$ cat config.mk
export PLATFORM = sky130hd
export DESIGN_NAME = mgde_outq
export DESIGN_NICKNAME = d
export VERILOG_FILES = /design/src/rtl/mgde_pkg.sv /design/src/rtl/mgde_outq.sv
export SDC_FILE = /design/constraint.sdc
export NUM_CORES = 1
export LEC_CHECK = 0
export BUFFER_PORTS_ARGS = -buffer_cell sky130_fd_sc_hd__buf_4
export CORE_MARGIN = 4
export CORE_UTILIZATION = 53
export DETAILED_ROUTE_END_ITERATION = 16
export PLACE_DENSITY = 0.75
export REMOVE_ABC_BUFFERS = 1
export SLEW_MARGIN = 40
export SYNTH_ARGS = -nofsm -noshare
export SYNTH_HDL_FRONTEND = slang
export SYNTH_SLANG_ARGS = --single-unit
$ cat constraint.sdc
create_clock -name i_clk -period 2 [get_ports i_clk]
set_input_delay 0.2 -clock i_clk [delete_from_list [all_inputs] [get_ports i_clk]]
set_output_delay 0.2 -clock i_clk [all_outputs]
set_load 0.01 [all_outputs]
$ cat src/rtl/mgde_pkg.sv
// ----------------------------------------------------------------------------
// mgde_pkg
// Shared sizes, types and helpers for the masked grayscale dilate/erode block.
// ----------------------------------------------------------------------------
package mgde_pkg;

    // Image and window sizes
    localparam int MAX_WIDTH   = 1024;
    localparam int MAX_MASK    = 5;
    localparam int PIXEL_BITS  = 8;
    localparam int LINES       = MAX_MASK - 1;
    localparam int COL_BITS    = $clog2(MAX_WIDTH);
    localparam int ROWS_W      = $clog2(LINES + 1);
    localparam int ROWS_INC_W  = ROWS_W + 1;
    localparam int LINE_BITS   = LINES * PIXEL_BITS;

    // Configuration register widths
    localparam int MASK_BITS_W = 25;
    localparam int MSIZE_W     = 3;
    localparam int IMG_W_BITS  = 11;
    localparam int CFG_IDX_W   = 3;
    localparam int CFG_DATA_W  = 25;

    // Output queue sizing
    localparam int OUTQ_DEPTH  = 8;
    localparam int QPTR_W      = $clog2(OUTQ_DEPTH);
    localparam int QCNT_W      = $clog2(OUTQ_DEPTH + 1);
    localparam int CREDIT_W    = $clog2(OUTQ_DEPTH + 4);

    localparam logic [PIXEL_BITS-1:0] PIX_MAX = '1;

    typedef enum logic [CFG_IDX_W-1:0] {
        CFG_MODE,
        CFG_MASK_BITS,
        CFG_MASK_WIDTH,
        CFG_MASK_HEIGHT,
        CFG_IMAGE_WIDTH
    } t_cfg_index;

    typedef logic [PIXEL_BITS-1:0] t_pixel;
    typedef logic [MAX_MASK-1:0][PIXEL_BITS-1:0] t_column;

    typedef struct packed {
        logic                shift;
        logic                mode;
        logic [MAX_MASK-1:0] row_en;
    } t_cell_ctrl;

    typedef struct packed {
        t_pixel pixel;
        logic   row_last;
    } t_result;

    // Keep the larger (dilate) or smaller (erode) of two pixels
    function automatic t_pixel pick(logic mode, t_pixel a, t_pixel b);
        t_pixel res;
        if (mode) begin
            res = (b < a) ? b : a;
        end else begin
            res = (b > a) ? b : a;
        end
        return res;
    endfunction

endpackage

$ cat src/rtl/mgde_outq.sv
// ----------------------------------------------------------------------------
// mgde_outq
// Result queue between the window pipeline and the output handshake.
// ----------------------------------------------------------------------------
module mgde_outq
    import mgde_pkg::*;
(
    input  logic              i_clk,
    input  logic              i_rst_n,
    input  logic              i_push,
    input  t_result           i_data,
    input  logic              i_pop,
    output logic              o_valid,
    output t_result           o_head,
    output logic [QCNT_W-1:0] o_count
);

    t_result             r_mem [OUTQ_DEPTH];
    logic [QPTR_W-1:0]   r_wptr;
    logic [QPTR_W-1:0]   r_rptr;
    logic [QCNT_W-1:0]   r_count;
    logic [QPTR_W-1:0]   n_wptr;
    logic [QPTR_W-1:0]   n_rptr;
    logic [QCNT_W-1:0]   n_count;
    logic                pop_ok;

    assign pop_ok = i_pop && (r_count != '0);

    // Advance pointers with wrap and track fill level
    always_comb begin
        n_wptr  = r_wptr;
        n_rptr  = r_rptr;
        n_count = r_count;
        if (i_push) begin
            n_wptr = (r_wptr == QPTR_W'(OUTQ_DEPTH - 1)) ? '0 : r_wptr + 1'b1;
        end
        if (pop_ok) begin
            n_rptr = (r_rptr == QPTR_W'(OUTQ_DEPTH - 1)) ? '0 : r_rptr + 1'b1;
        end
        if (i_push && !pop_ok) begin
            n_count = r_count + 1'b1;
        end else if (!i_push && pop_ok) begin
            n_count = r_count - 1'b1;
        end
    end

    always_ff @(posedge i_clk) begin
        if (!i_rst_n) begin
            r_wptr  <= '0;
            r_rptr  <= '0;
            r_count <= '0;
        end else begin
            r_wptr  <= n_wptr;
            r_rptr  <= n_rptr;
            r_count <= n_count;
        end
    end

    // Store the pushed word
    always_ff @(posedge i_clk) begin
        if (i_push) begin
            r_mem[r_wptr] <= i_data;
        end
    end

    assign o_valid = (r_count != '0);
    assign o_head  = r_mem[r_rptr];
    assign o_count = r_count;

endmodule

==> results of run 1 <==
[worst register-to-register path, stage by stage (launching register included)]
cell and delay, ns:
dfxtp_2 0.34, or4_4 0.55, nand2_4 0.10, ha_4 0.15
inv_4 0.05, ha_4 0.29, nand3_4 0.10, a211oi_4 0.29
a31oi_2 0.08, mux2i_1 0.13
[per-layer routing]
| layer | global-route usage (%) | vias to the layer above | share of wire, % |
|---|---|---|---|
| li1 | - | 821 | - |
| met1 | 22.83 | 934 | 41 |
| met2 | 29.44 | 67 | 52 |
| met3 | 4.842 | 13 | 6.4 |
| met4 | 5.495 | 0 | 1.3 |
| met5 | 0 | - | 0 |
[registers in the layout (all words and copies together), names as in the netlist, named ones only]
register and cells:
r_rptr 3, r_mem 72, r_wptr 3, o_count 4
[power breakdown]
| group | internal [mW] | total (mW) | switching, mW |
|---|---|---|---|
| sequential | 2.02 | 2.09 | 0.0711 |
| clock | 0.496 | 1.17 | 0.676 |
| combinational | 1.03 | 1.73 | 0.705 |
| total | 3.54 | 5.00 | 1.45 |
[cell type report]
type                            instances  area share (%)
Clock buffer                            9           2.898
Timing Repair Buffer                   54           11.94
Tap cell                               77           2.254
Sequential cell                        85           56.85
Multi-Input combinational cell         83           24.03
Inverter                                2          0.2342
Clock inverter                          7           1.786
[layout by cell type, fill, tap and decap left out, types with 3 or more instances in the layout]
cell type and count:
edfxtp_1 72, buf_4 40, mux4_2 18, buf_6 10
mux2_4 9, nand2_1 9, dfxtp_1 9, clkbuf_8 9
nor2_1 7, nand2b_1 4, and2_1 4, ha_1 4
a21boi_0 3, mux2i_1 3, ha_4 3, inv_8 3
dfxtp_2 3
[cell families after synthesis]
group	Yosys count	share of synthesized area [%]
buf+inv	9	1.709
simple gates	34	5.018
flops	85	70.40
xor+xnor	2	0.5092
mux	30	17.56
fa+ha+maj	8	3.127
compound gates	9	1.673
[worst paths after layout]
path                 endpoint  cells past startpoint
setup / recovery   o_count[3]                      9
hold / removal    r_mem[1][0]                      1
setup reg to reg   o_count[3]                      9
hold reg to reg     r_rptr[1]                      2
[stage by stage]
stage	hold slack (ns)	instances	util, %	instance area, um^2	TNS (ns)
detailed placement	0.4335	292	60.76	3836	-0.6238
finish	0.06771	317	67.70	4274	-0.7291
floorplan	0.2989	170	-	3390	-0.5307
CTS	0.05441	311	65.00	4104	-0.8187
global placement	0.4224	292	60.76	3836	-0.2318
global route	0.04318	317	67.70	4274	-1.545
[cells in the mapped netlist, types with 2 or more instances]
cell	instances	share of area, %
o21ai_0	2	0.29
nor2b_1	2	0.36
xnor2_1	2	0.51
mux2i_1	3	0.87
mux4_1	18	14
nand2b_1	4	0.73
nor2_1	7	0.76
inv_1	2	0.22
mux2_2	9	2.9
nand2_1	10	1.1
nor3_1	2	0.29
dfxtp_1	13	7.6
ha_1	7	2.5
clkbuf_1	3	0.33
a21boi_0	3	0.65
nand3_1	2	0.29
and2_1	4	0.73
edfxtp_1	72	63
[timing repair]
item / 4_1_cts / 5_1_grt
pin swaps: 8 / 10
buffers inserted: 2 / 4
endpoints found under the setup margin: 12 / 12
cloned: 1 / 2
gates resized for setup: 29 / 34
==> impl_metrics.csv, run 1 <==
group,metric,value,unit
setup_path,reg2reg_slack,-0.18,ns
global_route,grt.overflow.total,0,
clock_network,cts_root_buf,"clkbuf_8",
layout,final_layout_size_suffix_gt1_share,47.50,%
route,via_per_inst,5.789,
route,vias,1835,
route,wirelength,6792,um
route,wire_per_inst,21.43,um
setup_path,cpPeakStageDelay,0.55,ns
global_route,antenna_found_initial,0,
yosys,mappedNetlistArea,3441,um^2
clock_network,cts_made_buffers,9,
setup_path,crit_chain,"or4_4, nand2_4, ha_4, inv_4, ha_4, nand3_4, a211oi_4, a31oi_2, mux2i_1",
power_and_ir_drop,total_power,4.997,mW
flow_run,max_cap_violations,0,
timing,final.min_clock_period,2.180,ns
power_and_ir_drop,power.density,1169,nW/um^2
clock_network,cts_max_level,3,
clock_network,clockBufferDepth,2,
setup_path,worstPathRequired,2.24,ns
timing,setup_ws,-0.1799,ns
route,ant_nets,0,
yosys,synth_edf_count,72,
timing,fin_crit_sh,109.0,%
place,hpwl,3870,um
setup_path,cp-startpoint,"o_count[1]",
timing,clock_skew,0.01136,ns
timing,hold_viol_final,0,
yosys,ys_seq_area_share,70.40,%
layout,n_fill_cell,410,
timing,fmax,0.4587,GHz
layout,area_delta_synth_final,24.22,%
setup_path,critical_path.top_delay_family,"simple AND/OR/NAND/NOR gates",
layout,antenna_cells,0,
setup_path,crit_path_frequent_cell,"ha_4",
timing,slew_violations,0,
setup_path,reg2reg_from,"o_count[1]",
clock_network,cts_tree,"yes",
die,core-area,6314,um^2
route,drt_pass1_iterations,4,
power_and_ir_drop,leakagePower,1.507,nW
min_path,min_path_type,"in2reg",
power_and_ir_drop,peakVddDrop,0.8962,mV
setup_path,arrival,2.42,ns
yosys,synthArstFlopShare,0,%
yosys,synth_cells,177,
die,rows,29,
setup_path,critPathMaxFanout,3,
setup_path,critical_path.endpoint_type,"flop",
die,io_pins,27,
yosys,synth_seq_cells,85,
global_route,grt_usage,17.69,%
layout,ff_latch_area,2430,um^2
die,die_h,88.58,um
clock_network,cts_sinks,85,
global_route,first_global_vias,1850,
yosys,ys_warn_count,0,
setup_path,critPathBufInv,1,
route,drc,0,
clock_network,clk_pin_slew,0.10,ns
place,portBuffers,26,
yosys,postSynthAreaPerCell,19.44,um^2
global_route,grt_pass1_wl,9749,um
clock_network,ctsHoldBuffers,0,
yosys,synthFlopType,"edfxtp_1",
timing,rsz0062_at_grt,"yes",
setup_path,crit_type,"reg2reg",
setup_path,critPathSlowestCell,"or4_4",
yosys,yosysUniqueCellTypes,30,
min_path,min-delay-start,"i_data[0]",
place,gp_congestion,0.6923,
run_status,status,"complete, but fails checks",
timing,setup_viol,12,
layout,num-nets-final,256,
run_status,violations,"negative setup slack",
die,die_x,88.58,um
timing,worst_slew_pin_slew,0.7132,ns
setup_path,startpoint_type,"flop",
die,start_util,54.50,%
die,die_area,7846,um^2
layout,multi_input_area,1027,um^2
place,post-place-ws,-0.3046,ns
global_route,grt_max_degree,19,
route,drtIter0Drc,138,
timing,slew_headroom,52.39,%
clock_network,insertion_delay,0.35,ns
Note: power is estimated with default switching activity, not from simulation.
==> run 2: changes to the inputs <==
--- a/config.mk
+++ b/config.mk
@@ -5,11 +5,14 @@
 export SDC_FILE = /design/constraint.sdc
 export NUM_CORES = 1
 export LEC_CHECK = 0
+export ABC_AREA = 1
 export BUFFER_PORTS_ARGS = -buffer_cell sky130_fd_sc_hd__buf_4
+export CELL_PAD_IN_SITES_DETAIL_PLACEMENT = 0
+export CELL_PAD_IN_SITES_GLOBAL_PLACEMENT = 2
 export CORE_MARGIN = 4
-export CORE_UTILIZATION = 53
+export CORE_UTILIZATION = 35
 export DETAILED_ROUTE_END_ITERATION = 16
-export PLACE_DENSITY = 0.75
+export PLACE_DENSITY_LB_ADDON = 0.1
 export REMOVE_ABC_BUFFERS = 1
 export SLEW_MARGIN = 40
 export SYNTH_ARGS = -nofsm -noshare
==> impl_metrics.csv, run 2 <==
group,metric,value,unit
yosys,ys_seq_area_share,67.69,%
route,drt_pass1_iterations,4,
clock_network,cts_made_buffers,9,
yosys,synth_cells,332,
timing,setup_viol,0,
yosys,synthArstFlopShare,0,%
route,wl_met1,3648,um
setup_path,worstPathRequired,2.26,ns
global_route,grt_pass1_wl,12620,um
timing,rsz0062_at_grt,"no",
route,via_per_inst,4.531,
route,vias,2356,
setup_path,critical_path.endpoint_type,"flop",
timing,fin_crit_sh,92.99,%
route,top_layer_used,"met4",
place,place_inst,504,
route,wirelength,7871,um
setup_path,reg2reg_from,"o_count[2]",
setup_path,crit_chain,"nor2_1, nand3_1, nand2_1, ha_1, inv_1, ha_1, or2_2, nand3_1, nand3_1, nand2_1, inv_1",
setup_path,endpoint,"o_count[3]",
timing,holdWs,0.07780,ns
setup_path,critPathMaxFanout,4,
place,portBuffers,26,
setup_path,arrival,2.12,ns
timing,final.min_clock_period,1.860,ns
global_route,grt_max_degree,37,
clock_network,clk_pin_slew,0.10,ns
setup_path,cp-startpoint,"o_count[2]",
timing,fmax,0.5377,GHz
die,io_pins,27,
power_and_ir_drop,peakVddDrop,0.5089,mV
global_route,antenna_found_initial,0,
setup_path,rr_endpoint,"o_count[3]",
yosys,postSynthAreaPerCell,10.78,um^2
route,drc,0,
power_and_ir_drop,leakagePower,1.684,nW
layout,final_layout_size_suffix_gt1_share,18.35,%
layout,regMostFlops,"r_mem",
die,core-area,9864,um^2
global_route,grt.overflow.total,0,
route,wire_per_inst,15.14,um
clock_network,insertion_delay,0.35,ns
timing,worst_slew_pin_slew,0.4200,ns
die,rows,36,
yosys,synth_edf_count,72,
yosys,yosysTopAreaCell,"edfxtp_1",
layout,num-nets-final,403,
layout,layout_commonest_cell,"nor2_1",
clock_network,cts_sinks,85,
setup_path,crit_path_frequent_cell,"nand3_1",
timing,hold_viol_final,0,
layout,antenna_cells,0,
setup_path,critPathSlowestCell,"dfxtp_1",
place,gp_congestion,0.7483,
route,wl_met2,3872,um
route,met3WireLength,257,um
die,start_util,36.28,%
timing,slew_violations,0,
power_and_ir_drop,power.density,1121,nW/um^2
timing,setup_tns,0,ns
setup_path,crit_type,"reg2reg",
setup_path,reg2reg_slack,0.14,ns
min_path,min_path_type,"in2reg",
global_route,first_global_vias,2361,
yosys,synth_most_common_cell,"nor2_1",
run_status,status,"completed",
clock_network,cts_max_level,3,
setup_path,startpoint_type,"flop",
route,drtIter0Drc,121,
yosys,ys_warn_count,0,
clock_network,cts_root_buf,"clkbuf_8",
layout,largest_reg_flops,72,
die,die_x,109.1,um
yosys,mappedNetlistArea,3578,um^2
die,die_area,11910,um^2
yosys,synthTopCellsByArea,"edfxtp_1, nor2_1, dfxtp_1, nand2_1, o21ai_1",
yosys,synthFlopType,"edfxtp_1",
route,ant_nets,0,
layout,area_delta_synth_final,18.15,%
clock_network,cts_tree,"yes",
place,hpwl,4956,um
yosys,synth_top_area_share,60.42,%
layout,stdcell_count,520,
flow_run,max_cap_violations,0,
yosys,synth_seq_cells,85,
clock_network,clockBufferDepth,2,
die,die_h,109.1,um
timing,slew_headroom,71.83,%
timing,clock_skew,0.009529,ns
layout,final_cell_mix,"nor2_1, edfxtp_1, nand2_1, buf_4, o21ai_1",
setup_path,cpPeakStageDelay,0.40,ns
power_and_ir_drop,total_power,4.739,mW
yosys,yosysUniqueCellTypes,17,
yosys,synth_common_cells,"nor2_1, edfxtp_1, nand2_1",
global_route,grt_usage,14.58,%
setup_path,reg2regPathDepth,11,
==> run 2: cell type report <==
type | count | area (um^2)
Sequential cell | 85 | 2425
Inverter | 17 | 68.82
Timing Repair Buffer | 50 | 387.9
Multi-Input combinational cell | 219 | 975.9
Clock inverter | 7 | 80.08
Fill cell | 970 | 5637
Clock buffer | 9 | 123.9
Tap cell | 133 | 166.4
==> run 2: worst min-delay path by stage <==
stage / from / end / slack [ns] / depth (start not counted)
after global routing: i_data[1] / r_mem[1][1] / 0.06 / 1
final: i_data[1] / r_mem[0][1] / 0.08 / 1
after floorplan: i_data[0] / r_mem[0][0] / 0.30 / 0
after global placement: i_data[1] / r_mem[0][1] / 0.44 / 1
after CTS: i_data[5] / r_mem[7][5] / 0.06 / 1
after detailed placement: i_data[1] / r_mem[0][1] / 0.44 / 1
==> run 2: power breakdown <==
part | switching, mW | internal [mW]
Clock | 0.659 | 0.597
Sequential | 0.0700 | 2.03
Combinational | 0.803 | 0.584
==> run 2: metrics by stage <==
stage          setup slack (ns)  utilization [%]  area, um^2
3_5_place_dp             0.1490            40.77        4021
6_report                 0.1402            42.86        4228
5_1_grt               0.0007478            42.86        4228
2_1_floorplan          -0.03618                -        3467
4_1_cts                 0.01160            42.83        4225
3_3_place_gp             0.1763            40.77        4021
==> run 2: timing repair <==
item                                    CTS  global route
gates resized for setup                   0             2
endpoints found under the setup margin    0            10
hold buffers                              0             0
buffers inserted                          0             0
==> run 2: kinds of logic (layout without fill, tap and decap cells) <==
| kind of cell | count (synthesis) | count (layout) | share of synthesized area, % |
|---|---|---|---|
| AND/OR/NAND/NOR | 162 | 162 | 17.31 |
| flip-flops | 85 | 85 | 67.69 |
| AO/OA/AOI/OAI | 48 | 48 | 6.713 |
| buffers and inverters | 28 | 83 | 5.035 |
| adder cells (fa/ha/maj) | 8 | 8 | 3.007 |
| XOR/XNOR | 1 | 1 | 0.2448 |
==> run 2: critical path: cells and delay by family (launching register included) <==
family	cells	cell delay (ns)
DFF	1	0.40
adders and majority gates	2	0.46
buffers and inverters	2	0.16
and+or+nand+nor	7	0.75
==> run 2: routing by layer <==
layer,GRT usage [%],up-vias
li1,-,1213
met1,18.63,1092
met2,24.65,41
met3,3.612,10
met4,3.968,0
met5,0,-
