**src/rtl/mgde_pkg.sv**
```systemverilog
// ----------------------------------------------------------------------------
// mgde_pkg
// Shared sizes, types and helpers for the masked grayscale dilate/erode block.
// ----------------------------------------------------------------------------
package mgde_pkg;

    // Image and window sizes
    localparam int MAX_WIDTH   = 1024;
    localparam int MAX_MASK    = 5;
    localparam int PIXEL_BITS  = 8;
    localparam int LINES       = MAX_MASK - 1;
    localparam int COL_BITS    = $clog2(MAX_WIDTH);
    localparam int ROWS_W      = $clog2(LINES + 1);
    localparam int ROWS_INC_W  = ROWS_W + 1;
    localparam int LINE_BITS   = LINES * PIXEL_BITS;

    // Configuration register widths
    localparam int MASK_BITS_W = 25;
    localparam int MSIZE_W     = 3;
    localparam int IMG_W_BITS  = 11;
    localparam int CFG_IDX_W   = 3;
    localparam int CFG_DATA_W  = 25;

    // Output queue sizing
    localparam int OUTQ_DEPTH  = 8;
    localparam int QPTR_W      = $clog2(OUTQ_DEPTH);
    localparam int QCNT_W      = $clog2(OUTQ_DEPTH + 1);
    localparam int CREDIT_W    = $clog2(OUTQ_DEPTH + 4);

    localparam logic [PIXEL_BITS-1:0] PIX_MAX = '1;

    typedef enum logic [CFG_IDX_W-1:0] {
        CFG_MODE,
        CFG_MASK_BITS,
        CFG_MASK_WIDTH,
        CFG_MASK_HEIGHT,
        CFG_IMAGE_WIDTH
    } t_cfg_index;

    typedef logic [PIXEL_BITS-1:0] t_pixel;
    typedef logic [MAX_MASK-1:0][PIXEL_BITS-1:0] t_column;

    typedef struct packed {
        logic                shift;
        logic                mode;
        logic [MAX_MASK-1:0] row_en;
    } t_cell_ctrl;

    typedef struct packed {
        t_pixel pixel;
        logic   row_last;
    } t_result;

    // Keep the larger (dilate) or smaller (erode) of two pixels
    function automatic t_pixel pick(logic mode, t_pixel a, t_pixel b);
        t_pixel res;
        if (mode) begin
            res = (b < a) ? b : a;
        end else begin
            res = (b > a) ? b : a;
        end
        return res;
    endfunction

endpackage

```
**src/rtl/mgde_cell.sv**
```systemverilog
// ----------------------------------------------------------------------------
// mgde_cell
// One window column: holds its pixels, passes them left, reduces its rows.
// ----------------------------------------------------------------------------
module mgde_cell
    import mgde_pkg::*;
(
    input  logic       i_clk,
    input  t_cell_ctrl i_ctrl,
    input  t_column    i_col,
    output t_column    o_col,
    output t_pixel     o_red
);

    t_column r_col;
    t_pixel  r_red;
    t_pixel  n_red;

    // Take the column from the right-hand neighbor on each word
    always_ff @(posedge i_clk) begin
        if (i_ctrl.shift) begin
            r_col <= i_col;
        end
    end

    // Reduce the enabled rows, starting from the identity value
    always_comb begin
        n_red = i_ctrl.mode ? PIX_MAX : '0;
        for (int r = 0; r < MAX_MASK; r++) begin
            if (i_ctrl.row_en[r]) begin
                n_red = pick(i_ctrl.mode, n_red, r_col[r]);
            end
        end
    end

    always_ff @(posedge i_clk) begin
        r_red <= n_red;
    end

    assign o_col = r_col;
    assign o_red = r_red;

endmodule

```
**config.mk**
```make
export PLATFORM = sky130hd
export DESIGN_NAME = mgde_cell
export DESIGN_NICKNAME = d
export VERILOG_FILES = /design/src/rtl/mgde_pkg.sv /design/src/rtl/mgde_cell.sv
export SDC_FILE = /design/constraint.sdc
export NUM_CORES = 1
export LEC_CHECK = 0
export BUFFER_PORTS_ARGS = -buffer_cell sky130_fd_sc_hd__clkbuf_2
export CORE_ASPECT_RATIO = 0.9
export CORE_MARGIN = 2
export CORE_UTILIZATION = 38
export DETAILED_ROUTE_END_ITERATION = 16
export HOLD_SLACK_MARGIN = 0.12
export SLEW_MARGIN = 15
export SYNTH_ARGS = -nofsm -noshare
export SYNTH_HDL_FRONTEND = slang
export SYNTH_SLANG_ARGS = --single-unit
```
**constraint.sdc**
```tcl
create_clock -name i_clk -period 12.35 [get_ports i_clk]
set_clock_uncertainty 0.2 [all_clocks]
set_input_delay 1.235 -clock i_clk [delete_from_list [all_inputs] [get_ports i_clk]]
set_output_delay 1.235 -clock i_clk [all_outputs]
set_load 0.01 [all_outputs]
```
==> flow_summary.ini, run 1 <==
[cts]
hold_buffers = 0
insertion_delay_ns = 0.30
postCtsSetupBuffers = 0
htreeDepth = 2
numCtsBuffers = 5
clk_pin_slew_ns = 0.09
cts.sinks = 48
root_buffer = clkbuf_8
max-clock-path-buffers = 2
tritoncts = yes
ctsResizeCount = 0

[timing]
setup_violations = 0
max_freq_ghz = 0.0894
hold_viol = 0
drv_slew = 0
fin_crit_ns = 11.19
fin_crit_sh_pct = 90.6
rsz0062_at_grt = no
worstMarginPinSlew_ns = 0.999
timing.hold.ws_ns = 0.345
max_slew_margin_pct = 33.4
tns_ns = 0

[worst_setup_path]
reg2reg_slack_ns = 2.37
endpoint_kind = flop
worstSetupPathType = in -> reg
ff2ff_path_depth = 38
rr_endpoint = o_red[0]
start_kind = input pin
worstPathRequired_ns = 12.35
critPathTopFamily = compound AO/OA/AOI/OAI gates
cp_max_fo = 16
critPathSlowestCell = nor4_2
r2r-start = o_col[5]
worst-path-buf-inv = 3
arrival_ns = 11.19
slowest_delay_ns = 0.64

[detailed_routing]
drt-initial-drc-count = 87
viasPerCell = 5.54
vias = 2616
postRouteAntennaNets = 0
wl_per_cell_um = 16.3
drcViolationCount = 0
dr.pass1.iters = 4
wirelength_um = 7710

[power]
pwr_density_cell_nw_per_um2 = 144
p_clk_share_pct = 18.2
p_comb_share_pct = 41.6
ir_drop_mv = 0.0638
swShare_pct = 36.1
netSwitchingPower_mw = 0.196
power.internal_mw = 0.347
pwr-share-seq_pct = 40.1
p_leak_nw = 1.61

[logic_synthesis]
ys_seq_area_share_pct = 43.7
synth.top_cell.area_share_pct = 38.6
synthMuxAreaShare_pct = 2.05
synth_edf_count = 40
synth-warning-count = 0
synthXorXnorAreaFrac_pct = 0
ys.flop_type = edfxtp_1
synthAdderAreaFrac_pct = 16.1
synth_top_family_by_area = compound AO/OA/AOI/OAI gates
yosysTopAreaCell = edfxtp_1
postSynthCellCount = 278
yosysUniqueCellTypes = 38
ys_seq_elements = 48
synthArstFlopShare_pct = 0
synth-simple-area-share_pct = 10.5
syn_area_sq_um = 3110
synth_fp_nets = 366
synth_area_leaders = edfxtp_1 39%, ha_1 16%, dfxtp_1 5.1%
synth.avg_cell_area_sq_um = 11.2
synth_compound_area_share_pct = 24.3

[finish]
fin_nets = 460
nFillCells = 770
utilization_pct = 47.0
antennaDiodeCount = 0
area_growth_pct = 20.7
drive_gt1_share_pct = 31.4

[worst_hold_path]
hold_start = o_col[35]
min_path_cells = 2
whs_endpoint = o_red[3]
min_path_type = reg -> reg

[floorplan]
pin_count = 96
floorplan.initialDensity_pct = 38.9
die_w_um = 99.4
rows = 31
die-area_sq_um = 8930
die_h_um = 89.8
fp.coreArea_sq_um = 7990

[global_routing]
grt_overflow = 0
grt_max_degree = 41
grt_usage_pct = 17.5
antenna_found_initial = 0
grt_pass1_vias = 2447
grt_pass1_wl_um = 12500

[status]
status = completed

[placed_design]
io_buffer_count = 95
place_hpwl_um = 6070
place_congestion = 0.791

[run]
drv_cap = 0
## cell families (layout without fill, tap and decap cells)
group                      count (synthesis)  count (layout)
AOI/OAI and AO/OA                        107             107
and+or+nand+nor                           59              59
DFF                                       48              48
adders and majority gates                 40              40
buffers and inverters                     18             113
muxes                                      6               6
## flip-flops by register name (all words and copies together) (netlist names)
register / flops
o_col: 40
o_red: 8
## final cells by class
cell class | instances | area (sq um) | area share [%]
Clock buffer | 6 | 82.6 | 2.20
Timing Repair Buffer | 98 | 498 | 13.3
Sequential cell | 48 | 1360 | 36.2
Inverter | 7 | 26.3 | 0.700
Multi-Input combinational cell | 212 | 1650 | 43.9
Clock inverter | 2 | 15.0 | 0.400
Tap cell | 99 | 124 | 3.30
## power by group through the flow
stage / logic [mW] / registers, mW / clock network, mW
finish: 0.226 / 0.218 / 0.0990
global placement: 0.222 / 0.222 / 0
detailed placement: 0.225 / 0.221 / 0
floorplan: 0.150 / 0.228 / 0
CTS: 0.226 / 0.218 / 0.104
global route: 0.255 / 0.221 / 0.109
## cell usage in the layout (no fill, tap or decap), types with 2 or more instances in the layout
cell type and instances:
mux2i_1 3, nand3_1 13, a211oi_1 9, o211ai_1 21
o21bai_1 9, nand2_1 14, a21oi_1 28, nor2_1 4
mux2_2 3, a21o_1 3, a2bb2oi_2 2, buf_4 3
clkinvlp_4 2, o21ai_0 18, nor4_1 8, a211o_1 3
clkbuf_8 6, nand4_1 8, dfxtp_1 8, nor2b_1 6
a2bb2oi_1 5, a211oi_4 2, inv_1 6, edfxtp_1 40
ha_1 40, clkbuf_2 95, o21a_1 2
## layer usage
metal  global-route usage [%]  up-vias  part of all wire, %
li1                         -     1302                    -
met1                     26.0     1233                   48
met2                     26.6       76                   46
met3                     3.03        5                  5.5
met4                     4.22        0                 0.84
met5                        0        -                    0
## worst max-delay path by stage
stage	startpoint	to	slack [ns]	cells after the start
after floorplan	i_ctrl[5]	o_red[0]	2.01	43
after global placement	i_ctrl[5]	o_red[0]	1.20	40
after detailed placement	i_ctrl[5]	o_red[0]	0.96	41
after CTS	i_ctrl[5]	o_red[0]	1.25	40
after global routing	i_ctrl[5]	o_red[0]	0.20	41
final	i_ctrl[5]	o_red[0]	1.16	40
## per-stage QoR
step / instance area [sq um] / setup slack (ns) / std cells / power (mW)
5_1_grt: 3760 / 0.205 / 472 / 0.584
4_1_cts: 3760 / 1.25 / 472 / 0.549
3_3_place_gp: 3660 / 1.20 / 464 / 0.444
6_report: 3760 / 1.16 / 472 / 0.543
2_1_floorplan: 3110 / 2.01 / 278 / 0.377
3_5_place_dp: 3660 / 0.959 / 464 / 0.446
## worst reg2reg max path, delay by kind of cell (launching register included)
| family | cells | cell delay (ns) |
|---|---|---|
| buf+inv | 1 | 0.19 |
| mux | 3 | 1.26 |
| simple gates | 8 | 2.44 |
| flops | 1 | 0.46 |
| compound gates | 21 | 3.90 |
| fa+ha+maj | 5 | 1.45 |
## synthesized netlist by cell type, drive strengths merged (3+ instances only)
cell and instances:
edfxtp 40, ha 40, a21oi 28, o211ai 21, o21ai 18, nand2 14
nand3 13, a211oi 11, nor4 9, o21bai 9, dfxtp 8, nand4 8
a2bb2oi 7, buf 7, inv 6, nor2b 6, clkbuf 4, nor2 4
a211o 3, a21o 3, mux2 3, mux2i 3
Note: power is estimated with default switching activity, not from simulation.
==> run 2: changes to the inputs <==
--- a/config.mk
+++ b/config.mk
@@ -8,9 +8,10 @@
 export BUFFER_PORTS_ARGS = -buffer_cell sky130_fd_sc_hd__clkbuf_2
 export CORE_ASPECT_RATIO = 0.9
 export CORE_MARGIN = 2
-export CORE_UTILIZATION = 38
+export CORE_UTILIZATION = 45
 export DETAILED_ROUTE_END_ITERATION = 16
 export HOLD_SLACK_MARGIN = 0.12
+export PLACE_DENSITY = 0.72
 export SLEW_MARGIN = 15
 export SYNTH_ARGS = -nofsm -noshare
 export SYNTH_HDL_FRONTEND = slang
==> run 2 against run 1 <==
Via count down 0.38%. Critical path depth unchanged. Die area down 15%. Largest power group unchanged.
==> flow_summary.ini, run 2 (synthesis gave the netlist of run 1 again) <==
[finish]
final_cell_mix = 95 x clkbuf_2, 40 x ha_1, 40 x edfxtp_1
drive_gt1_share_pct = 30.9
largest_register_ffs = 40
antennaDiodeCount = 0
fin_nets = 459
area_growth_pct = 19.8
final_common_cell = clkbuf_2

[floorplan]
die_h_um = 82.9
pin_count = 96
fp.coreArea_sq_um = 6620
floorplan.initialDensity_pct = 47.0
die_w_um = 91.7
die-area_sq_um = 7600
rows = 28

[timing]
worstMarginPinSlew_ns = 0.993
fin_crit_ns = 11.36
max_freq_ghz = 0.0881
tns_ns = 0
rsz0062_at_grt = no
hold_viol = 0
max_slew_margin_pct = 33.8
fin_crit_sh_pct = 92.0
setup_violations = 0
drv_slew = 0

[cts]
hold_buffers = 0
max-clock-path-buffers = 2
insertion_delay_ns = 0.30
numCtsBuffers = 5
tritoncts = yes
htreeDepth = 2
root_buffer = clkbuf_8
clk_pin_slew_ns = 0.09
cts.sinks = 48
ctsResizeCount = 0
postCtsSetupBuffers = 0

[power]
swShare_pct = 36.4
p_comb_share_pct = 42.4
netSwitchingPower_mw = 0.194
p_leak_nw = 1.60
pwr_density_cell_nw_per_um2 = 143
ir_drop_mv = 0.0824
pwr-share-seq_pct = 40.6
p_clk_share_pct = 17.0
power_mw = 0.534
power.internal_mw = 0.340

[placed_design]
place_congestion = 0.932
place_hpwl_um = 5870
io_buffer_count = 95

[detailed_routing]
postRouteAntennaNets = 0
dr.pass1.iters = 4
drt-initial-drc-count = 125
vias = 2606
wirelength_um = 7480
wl_per_cell_um = 16.2
viasPerCell = 5.64
drcViolationCount = 0

[worst_setup_path]
critPathTopFamily = compound AO/OA/AOI/OAI gates
endpoint_kind = flop
worst-path-buf-inv = 2
start_kind = input pin
slowest_delay_ns = 0.64
worstPathRequired_ns = 12.35
worstSetupPathType = in -> reg
critPathSlowestCell = nor4_2
arrival_ns = 11.36
cp_max_fo = 16

[run]
drv_cap = 0

[status]
status = completed

[global_routing]
grt_pass1_vias = 2596
grt_usage_pct = 20.4
grt_max_degree = 41
antenna_found_initial = 0
grt_overflow = 0
grt_pass1_wl_um = 12500

[worst_hold_path]
min_path_type = reg -> reg
## run 2: cell types whose count changed in the layout (fill, tap and decap cells not counted)
cell        before  now
buf_4            3    2
clkbuf_1         0    1
clkbuf_8         6    5
clkinv_1         1    2
clkinvlp_4       2    1
mux2i_1          3    2
mux2i_2          0    1
## run 2: metal layers
| layer | track usage, % | wire, um |
|---|---|---|
| met3 | 4.36 | 502 |
| met1 | 28.2 | 3430 |
| met5 | 0 | 0 |
| met2 | 32.4 | 3500 |
| met4 | 5.37 | 52 |
## run 2: worst reg2reg max path: cells and delay by family (launching register included)
kind	cells	cell delay, ns
fa+ha+maj	5	1.48
simple gates	8	2.00
compound gates	22	4.74
flops	1	0.44
mux	3	1.16
## run 2: stage by stage
step                hold WS, ns  utilization (%)  cells  instance area (sq um)  setup slack [ns]
floorplan                 0.359                -    278                   3110              2.01
global placement          0.343             55.0    454                   3640              1.16
detailed placement        0.342             55.0    454                   3640             0.686
CTS                       0.362             56.2    462                   3720              1.01
global route              0.386             56.3    462                   3730             0.139
finish                    0.359             56.3    462                   3730             0.993
## run 2: power groups by stage
stage          sequential, mW  combinational, mW  clock [mW]
5_1_grt                 0.220              0.254       0.102
2_1_floorplan           0.228              0.150           0
3_3_place_gp            0.221              0.218           0
6_report                0.217              0.227      0.0907
3_5_place_dp            0.220              0.223           0
4_1_cts                 0.217              0.225      0.0945
## run 2: cell type report
| class | count | area [sq um] |
|---|---|---|
| multi-input combinational | 212 | 1650 |
| inverter | 7 | 26.3 |
| timing repair buffer | 97 | 490 |
| sequential | 48 | 1360 |
| clock inverter | 2 | 11.3 |
| tap | 90 | 113 |
| fill | 588 | 2890 |
| clock buffer | 6 | 72.6 |
## run 2: worst paths after layout
path,slack [ns],depth (start not counted),from,endpoint
worst min-delay path,0.36,2,o_col[39],o_red[7]
worst max-delay path,0.99,40,i_ctrl[5],o_red[0]
worst max register to register,2.21,38,o_col[1],o_red[0]
worst min register to register,0.36,2,o_col[39],o_red[7]
==> run 3: changes to the inputs <==
--- a/config.mk
+++ b/config.mk
@@ -5,7 +5,7 @@
 export SDC_FILE = /design/constraint.sdc
 export NUM_CORES = 1
 export LEC_CHECK = 0
-export BUFFER_PORTS_ARGS = -buffer_cell sky130_fd_sc_hd__clkbuf_2
+export BUFFER_PORTS_ARGS = -buffer_cell sky130_fd_sc_hd__buf_2
 export CORE_ASPECT_RATIO = 0.9
 export CORE_MARGIN = 2
 export CORE_UTILIZATION = 45
==> run 3 against run 2 <==
Maximum frequency shrank 0.96%. Largest cell class unchanged. Sequential power hardly changed. Count of clock-buffer cells in the layout stayed put. Critical endpoint unchanged. Utilization grew 0.51 points. Global-route usage increased by 0.054 points. Design area increased by 0.91%. Largest power group unchanged. Final cell count unchanged.
==> flow_summary.ini, run 3 (synthesis gave the netlist of run 1 again) <==
[status]
status = completed

[global_routing]
met3_usage_pct = 4.45
grt_busiest_layer = met2
grt_overflow = 0
grt_pass1_wl_um = 12600
grt_max_degree = 41
antenna_found_initial = 0
grt_usage_pct = 20.4
met1_usage_pct = 27.3
grt_pass1_vias = 2660
met2_usage_pct = 33.0

[finish]
largest_register_ffs = 40
final_common_cell = buf_2
area_growth_pct = 20.9
final_cell_mix = 95 x buf_2, 40 x ha_1, 40 x edfxtp_1
antennaDiodeCount = 0
multi_input_area_sq_um = 1650
nFillCells = 589
utilization_pct = 56.8
fin_nets = 459
drive_gt1_share_pct = 31.2
layout.cells.non_filler = 462
seq_area_sq_um = 1360

[placed_design]
io_buffer_count = 95
place_congestion = 0.935
place_hpwl_um = 5920
dp.cells = 454

[timing]
worstMarginPinSlew_ns = 0.910
hold_viol = 0
tns_ns = 0
setup_violations = 0
timing.hold.ws_ns = 0.363
drv_slew = 0
fin_crit_sh_pct = 92.8
max_freq_ghz = 0.0872
rsz0062_at_grt = no
fin_crit_ns = 11.47
max_slew_margin_pct = 39.3

[detailed_routing]
wirelength_um = 7560
drt-initial-drc-count = 86
viasPerCell = 5.71
dr.pass1.iters = 5
postRouteAntennaNets = 0
vias = 2637
wl_per_cell_um = 16.4
drcViolationCount = 0

[power]
p_leak_nw = 1.60
pwr_density_cell_nw_per_um2 = 149
ir_drop_mv = 0.0704

[floorplan]
floorplan.initialDensity_pct = 47.0
pin_count = 96
fp.coreArea_sq_um = 6620
die-area_sq_um = 7600
die_h_um = 82.9
die_w_um = 91.7
rows = 28

[worst_setup_path]
cp_max_fo = 16
critPathSlowestCell = mux2i_1
arrival_ns = 11.47
endpoint_kind = flop
critPathTopFamily = compound AO/OA/AOI/OAI gates
startpoint = i_ctrl[5]
worst-path-buf-inv = 2
worstPathRequired_ns = 12.36
slowest_delay_ns = 0.70
worstSetupPathType = in -> reg
r2r-start = o_col[1]
start_kind = input pin

[cts]
max-clock-path-buffers = 2
hold_buffers = 0
tritoncts = yes
insertion_delay_ns = 0.31
postCtsSetupBuffers = 0
numCtsBuffers = 5
root_buffer = clkbuf_8
htreeDepth = 2
cts.sinks = 48
ctsResizeCount = 0
clk_pin_slew_ns = 0.09

[worst_hold_path]
min_path_type = reg -> reg
hold_start = o_col[38]

[run]
drv_cap = 0
[run 3: layout make-up]
class | count | area share (%)
clock inverters | 2 | 1.03
multi-input cells | 212 | 43.8
flip-flops and latches | 48 | 36.2
repair buffers | 97 | 13.0
clock buffers | 6 | 2.20
inverters | 7 | 0.699
well taps | 90 | 2.99
[run 3: per-layer routing]
layer | wire (um) | part of all wire, %
met5 | 0 | 0
met4 | 148 | 2.0
met3 | 455 | 6.0
met2 | 3460 | 46
met1 | 3490 | 46
[run 3: worst reg2reg max path: cells and delay by family, from the launching register on]
kind	cells	cell delay, ns
multiplexers	3	1.35
adder cells (fa/ha/maj)	5	1.53
AND/OR/NAND/NOR	8	2.02
flip-flops	1	0.45
AO/OA/AOI/OAI	22	4.62
[run 3: path summary, 6_finish.rpt]
path              endpoint  slack (ns)  depth (start not counted)
setup reg to reg  o_red[0]        2.08                         38
hold / removal    o_red[6]        0.36                          2
hold reg to reg   o_red[6]        0.36                          2
setup / recovery  o_red[0]        0.88                         40
[run 3: report_power, final]
part / switching, mW / internal [mW]
sequential: 0.0157 / 0.200
clock: 0.0528 / 0.0662
combinational: 0.126 / 0.100
total: 0.195 / 0.367
[run 3: per-stage QoR]
| stage | total power [mW] | worst slack [ns] | instance area (sq um) |
|---|---|---|---|
| after global placement | 0.438 | 1.20 | 3640 |
| after detailed placement | 0.443 | 0.726 | 3640 |
| final | 0.561 | 0.883 | 3760 |
| after floorplan | 0.377 | 2.01 | 3110 |
| after CTS | 0.564 | 1.04 | 3760 |
| after global routing | 0.602 | 0.0183 | 3760 |
